`src/design/ftda_pkg.sv`:
```
package ftda_pkg;

    localparam logic [7:0] ASCII_ZERO = 8'h30;
    localparam logic [7:0] ASCII_DOT  = 8'h2E;
    localparam logic [3:0] FRAC_DIGITS_RESET = 4'd6;

    // digit-stack depth: 10 integer digits or 9 fraction digits
    localparam int STACK_DEPTH = 10;

    typedef struct packed {
        logic load;      // latch input, decode float
        logic mul_step;  // one shift-add step of fraction * 10^d
        logic mul_done;  // take quotient after shift
        logic dig_int;   // peel one digit off integer value
        logic dig_frac;  // peel one digit off fraction value
    } t_dp_cmd;

    typedef struct packed {
        logic err;        // input rejected
        logic mul_last;   // multiply counter at final step
        logic int_zero;   // remaining integer value is zero
        logic frac_full;  // all fraction digits peeled
        logic stack_one;  // one digit left on stack
        logic stack_empty;
    } t_dp_sts;

    // 10^d for d in 0..9, 30 bits
    function automatic logic [29:0] pow10(input logic [3:0] d);
        logic [29:0] r;
        unique case (d)
            4'd0: r = 30'd1;
            4'd1: r = 30'd10;
            4'd2: r = 30'd100;
            4'd3: r = 30'd1000;
            4'd4: r = 30'd10000;
            4'd5: r = 30'd100000;
            4'd6: r = 30'd1000000;
            4'd7: r = 30'd10000000;
            4'd8: r = 30'd100000000;
            default: r = 30'd1000000000;
        endcase
        return r;
    endfunction

endpackage

```
`src/design/ftda_ctrl.sv`:
```
module ftda_ctrl (
    input  logic              i_clk,
    input  logic              i_rst_n,
    input  logic              i_start,
    input  logic [3:0]        i_digits,
    input  ftda_pkg::t_dp_sts i_sts,
    output ftda_pkg::t_dp_cmd o_cmd,
    output logic              o_pop,
    output logic              o_busy,
    output logic              o_emit,
    output logic              o_dot,
    output logic              o_last,
    output logic              o_error
);

    typedef enum logic [7:0] {
        S_IDLE  = 8'b0000_0001,
        S_CHECK = 8'b0000_0010,
        S_IDIG  = 8'b0000_0100,
        S_IOUT  = 8'b0000_1000,
        S_MUL   = 8'b0001_0000,
        S_FDIG  = 8'b0010_0000,
        S_DOT   = 8'b0100_0000,
        S_FOUT  = 8'b1000_0000
    } t_state;

    t_state r_state, n_state;

    always_ff @(posedge i_clk) begin
        if (!i_rst_n) r_state <= S_IDLE;
        else          r_state <= n_state;
    end

    always_comb begin
        n_state = r_state;
        o_cmd   = '0;
        o_pop   = 1'b0;
        o_emit  = 1'b0;
        o_dot   = 1'b0;
        o_last  = 1'b0;
        o_error = 1'b0;
        unique case (r_state)
            S_IDLE: begin
                if (i_start) begin
                    o_cmd.load = 1'b1;
                    n_state = S_CHECK;
                end
            end
            S_CHECK: begin
                if (i_sts.err) begin
                    o_emit = 1'b1; o_last = 1'b1; o_error = 1'b1;
                    n_state = S_IDLE;
                end else begin
                    o_cmd.dig_int = 1'b1;
                    n_state = S_IDIG;
                end
            end
            S_IDIG: begin
                if (i_sts.int_zero) n_state = S_IOUT;
                else o_cmd.dig_int = 1'b1;
            end
            S_IOUT: begin
                o_emit = 1'b1;
                o_pop  = 1'b1;
                if (i_sts.stack_one) begin
                    if (i_digits == 4'd0) begin
                        o_last  = 1'b1;
                        n_state = S_IDLE;
                    end else n_state = S_MUL;
                end
            end
            S_MUL: begin
                o_cmd.mul_step = 1'b1;
                if (i_sts.mul_last) begin
                    n_state = S_DOT;
                end
            end
            S_DOT: begin
                o_cmd.mul_done = 1'b1;
                o_emit = 1'b1;
                o_dot  = 1'b1;
                n_state = S_FDIG;
            end
            S_FDIG: begin
                if (i_sts.frac_full) n_state = S_FOUT;
                else o_cmd.dig_frac = 1'b1;
            end
            S_FOUT: begin
                o_emit = 1'b1;
                o_pop  = 1'b1;
                if (i_sts.stack_one) begin
                    o_last  = 1'b1;
                    n_state = S_IDLE;
                end
            end
            default: n_state = S_IDLE;
        endcase
    end

    assign o_busy = (r_state != S_IDLE);

    a_emit_busy: assert property (@(posedge i_clk) disable iff (!i_rst_n)
        o_emit |-> o_busy) else $error("emit while idle");
    a_pop_nonempty: assert property (@(posedge i_clk) disable iff (!i_rst_n)
        o_pop |-> !i_sts.stack_empty) else $error("pop on empty stack");
    a_last_idle: assert property (@(posedge i_clk) disable iff (!i_rst_n)
        (o_emit && o_last) |=> !o_busy) else $error("last beat not final");

endmodule

```
`config.mk`:
```
export PLATFORM = sky130hd
export DESIGN_NAME = ftda_ctrl
export DESIGN_NICKNAME = d
export VERILOG_FILES = /design/src/design/ftda_pkg.sv /design/src/design/ftda_ctrl.sv
export SDC_FILE = /design/constraint.sdc
export NUM_CORES = 1
export LEC_CHECK = 0
export BUFFER_PORTS_ARGS = -buffer_cell sky130_fd_sc_hd__buf_4
export CAP_MARGIN = 40
export CORE_MARGIN = 2
export CORE_UTILIZATION = 40
export CTS_CLUSTER_SIZE = 24
export DETAILED_ROUTE_END_ITERATION = 8
export HOLD_SLACK_MARGIN = 0.02
export PLACE_DENSITY = 0.71
export REMOVE_ABC_BUFFERS = 1
export SKIP_LAST_GASP = 1
export SLEW_MARGIN = 20
export SYNTH_ARGS = -nofsm -noshare
export SYNTH_HDL_FRONTEND = slang
export SYNTH_SLANG_ARGS = --single-unit
```
`constraint.sdc`:
```
create_clock -name i_clk -period 5 [get_ports i_clk]
set_input_delay 1 -clock i_clk [delete_from_list [all_inputs] [get_ports i_clk]]
set_output_delay 1 -clock i_clk [all_outputs]
set_load 0.02 [all_outputs]
```
# Word level (Yosys, flattened, before mapping)
# Cells that the tools add are included.
# word_totals
mem_bits_ro	0
latchBits	0
in_bits	13
word_cells	46
ramBits	0
n_memories	0
ff_bits	8
# classes
add_sub_neg	0
bitwise	0
reduce_logical	4
div	0
shifts	0
mul	0
eq_ne	15
n_mux	26
magnitude_cmp	0
# ops
op	n
8-bit one-hot mux with 8 select lines	1
8-bit 2-to-1 mux	6
1-bit 2-to-1 mux	14
2-bit != test (second input constant)	6
8-bit by 1-bit equality test with 1-bit output (second input constant)	1
8-bit by 2-bit equality test with 1-bit output (second input constant)	1
8-bit by 3-bit equality test with 1-bit output (second input constant)	1
8-bit by 4-bit equality test with 1-bit output (second input constant)	1
8-bit by 5-bit equality test with 1-bit output (second input constant)	1
8-bit by 6-bit equality test with 1-bit output (second input constant)	1
8-bit by 7-bit equality test with 1-bit output (second input constant)	1
8-bit equality test (second input constant)	1
8-bit by 1-bit != test with 1-bit output (second input constant)	1
6-bit AND reduction	1
5-bit 2-to-1 mux	1
4-bit zero test	1
1-bit one-hot mux with 2 select lines	2
3-bit 2-to-1 mux	1
1-bit one-hot mux with 3 select lines	1
3-bit OR reduction	1
2-bit OR reduction	1

# Longest topological paths before layout
# logic_depth
ltp_word	4
mapped_depth	5
mapped_depth_nobuf	4

# Worst setup path before layout
# Ideal clock, no wire load.
# synth_path
path_kind	input to output
start	in i_digits[1]
end	out o_last
path_buffers	0
t_required_ns	4.000
arrival_time_ns	1.931
cell_stages	3
setup_slack_ns	2.069
cell_sequence	or4_1 > o21ai_0 > a31o_2
# synth_via
elab_chain_cells	4
# synth_rtl
item	line	source
start: declaration	ftda_ctrl.sv:5	input logic [3:0] i_digits,
4-bit zero test	ftda_ctrl.sv:66	if (i_digits == 4'd0) begin
1-bit 2-to-1 mux	ftda_ctrl.sv:66	
1-bit 2-to-1 mux	ftda_ctrl.sv:65	if (i_sts.stack_one) begin
1-bit one-hot mux with 3 select lines	ftda_ctrl.sv:42	unique case (r_state)
end: declaration	ftda_ctrl.sv:12	output logic o_last,
# Every way passes these cells.

# Final worst setup path
# Ends and elaborated chain as after synthesis.

==> run metrics <==
outcome complete, no violations; register with the most flip-flops r_state; worst path cell trace buf_4 > or4_1 > o21ai_0 > a31o_2 > buf_4; Finished Cell Area 822 µm²; Syn Area/Cell 8.72 µm²; RD Place Congestion 0.767; Max-cap violations 0; maximum VDD drop slightly above 0.2 mV; final setup fails 0; Clock transition at path regs roughly 60 ps; # rows 14; HPWL Detailed around 1.2 mm; max reg flops 8; setup slack at placement roughly 1900 ps; hold_buf cts 0; hold path cells 2; Initial Util 0.429; Post-CTS Setup Bufs 0; first-pass GRT wire length ~2.6 mm; leakage power approximately 0.35 nW; fin crit share 0.629; Initial DRC Count 14; Synth Flop Type dfxtp_1; Crit path arrival time approximately 2100 ps; Setup TNS Final 0 ps; Vias 667; largest net degree at the start of global routing 10; # H-tree levels 1; drt pass-1 iters 4; Worst Path Required around 4000 ps; die width about 44 µm; # IOs 24; EDFF count, synth 0; PD cells 310 nW/µm²; Num CTS Buffers 3; Tot Pwr 255 µW; Sink Count 8; Placed Area 800 µm²; Clock Latency Late Sink roughly 260 ps; Synth Instances 74; drt wl/cell around 14 µm; Startpoint Class primary input; Mapped Area 646 µm²; CTS tree done; clock buffer depth 2; Layout fillers 146; FMAX 318 MHz; number of vias per cell approximately 6.0; most frequent cells in the layout buf_4 (22), dfxtp_1 (8), nor2_1 (4), nand2_1 (4); # diodes 0; sequential area share after synthesis 0.248; Netlist cell types 40; routed wire length about 1.6 mm; Worst R2R Path Depth 4; cell repeated most along the worst path buf_4; Critical Path Stages 5; number of port buffers 22; warnings from Yosys 0; Max Transition Viols Final 0; Top Registers r_state x8; Layout Nets 110; DRC viols 0; Inst Count DP 108; Placeable Area roughly 1500 µm²; endpoints failing hold 0; Synth async-reset ratio 0; Final Core Density 0.546; initial antenna violation count 0; RSZ-0062 raised after global routing false; commonest non-fill, non-tap cell in the layout buf_4; Non-Filler Instances between 100 and 150; Min Hold Slack 631 ps; master of the slowest instance on the critical path or4_1; remaining global-route overflow 0; Rel. slew slack 0.562; gr usage total 0.177; post_cts resized 0; share of layout cells above drive strength 1 0.358; clk root buf clkbuf_4; Crit Path Max Fanout 3; crit path kind in2out; ANT nets after route 0; Chip Height about 44 µm; critical path's top delay family simple AND/OR/NAND/NOR gates; Slew @ Worst Pin 652 ps; Worst Setup End Kind output port; fin worst setup slack roughly 1900 ps; die area ~2000 µm²; Area Overhead vs Synth 27.3%; vias in the first global route 617; crit path time final 3140 ps; worst hold-check path type reg2reg; critical path's largest stage delay about 560 ps; worst clock skew roughly 10 ps; CP bufs+invs 2; register bit total from synthesis 8
==> final cells by class <==
type	count	area [µm²]	share of cell area
multi-input combinational	59	443	0.539
clock buffer	3	22.5	0.0274
inverter	3	11.3	0.0137
sequential	8	160	0.195
tap	16	20.0	0.0244
timing repair buffer	22	165	0.201
==> worst min-delay path, cell delays in order (launching register included) <==
cell and delay [ps]:
dfxtp_1 420, nand2_1 100, mux2i_1 60
==> metal layers <==
layer | share of wire | up-vias | global-route usage
met3 | 0.087 | 2 | 0.0531
met2 | 0.47 | 24 | 0.291
li1 | - | 331 | -
met5 | 0 | - | 0
met1 | 0.43 | 310 | 0.221
met4 | 0.0071 | 0 | 0.0545
==> worst paths after layout <==
path                                              start                      end  slack [ps]
worst max-delay path                        i_digits[1]                   o_last        1860
worst min-delay path            r_state[7]$_SDFFE_PN0P_  r_state[7]$_SDFFE_PN0P_         630
worst max register to register  r_state[4]$_SDFFE_PN0P_  r_state[3]$_SDFFE_PN0P_        3240
worst min register to register  r_state[7]$_SDFFE_PN0P_  r_state[7]$_SDFFE_PN0P_         630
==> synthesized netlist by cell type, drive strengths merged, types with 2 or more instances <==
master  instances  area [µm²]
o211ai          2        15.0
mux2i           2        20.0
nand4b          3        26.3
and3            2        12.5
inv             3        11.3
nor2            4        15.0
nor2b           2        12.5
nor4            4        55.1
nor3b           2        15.0
nor3            3        20.0
nand2b          2        12.5
o21ai           3        15.0
dfxtp           8         160
nand3b          2        15.0
xor2            3        26.3
buf             4        31.3
or4             3        26.3
nand4           2        18.8
nand3           2        10.0
nand2           5        21.3
==> report_power, final <==
group,switching [mW],internal [mW]
combinational,0.0693,0.0547
clock,0.0225,0.0275
sequential,0.00987,0.0714
==> logic make-up (layout without fill, tap and decap cells) <==
group / after synthesis / after routing / synth area share
DFF: 8 / 8 / 0.248
AOI/OAI and AO/OA: 12 / 12 / 0.134
xor gates and xnor gates: 3 / 3 / 0.0407
and+or+nand+nor: 42 / 42 / 0.481
muxes: 2 / 2 / 0.0310
buffers and inverters: 7 / 28 / 0.0659
(Power assumes the default switching activity.)
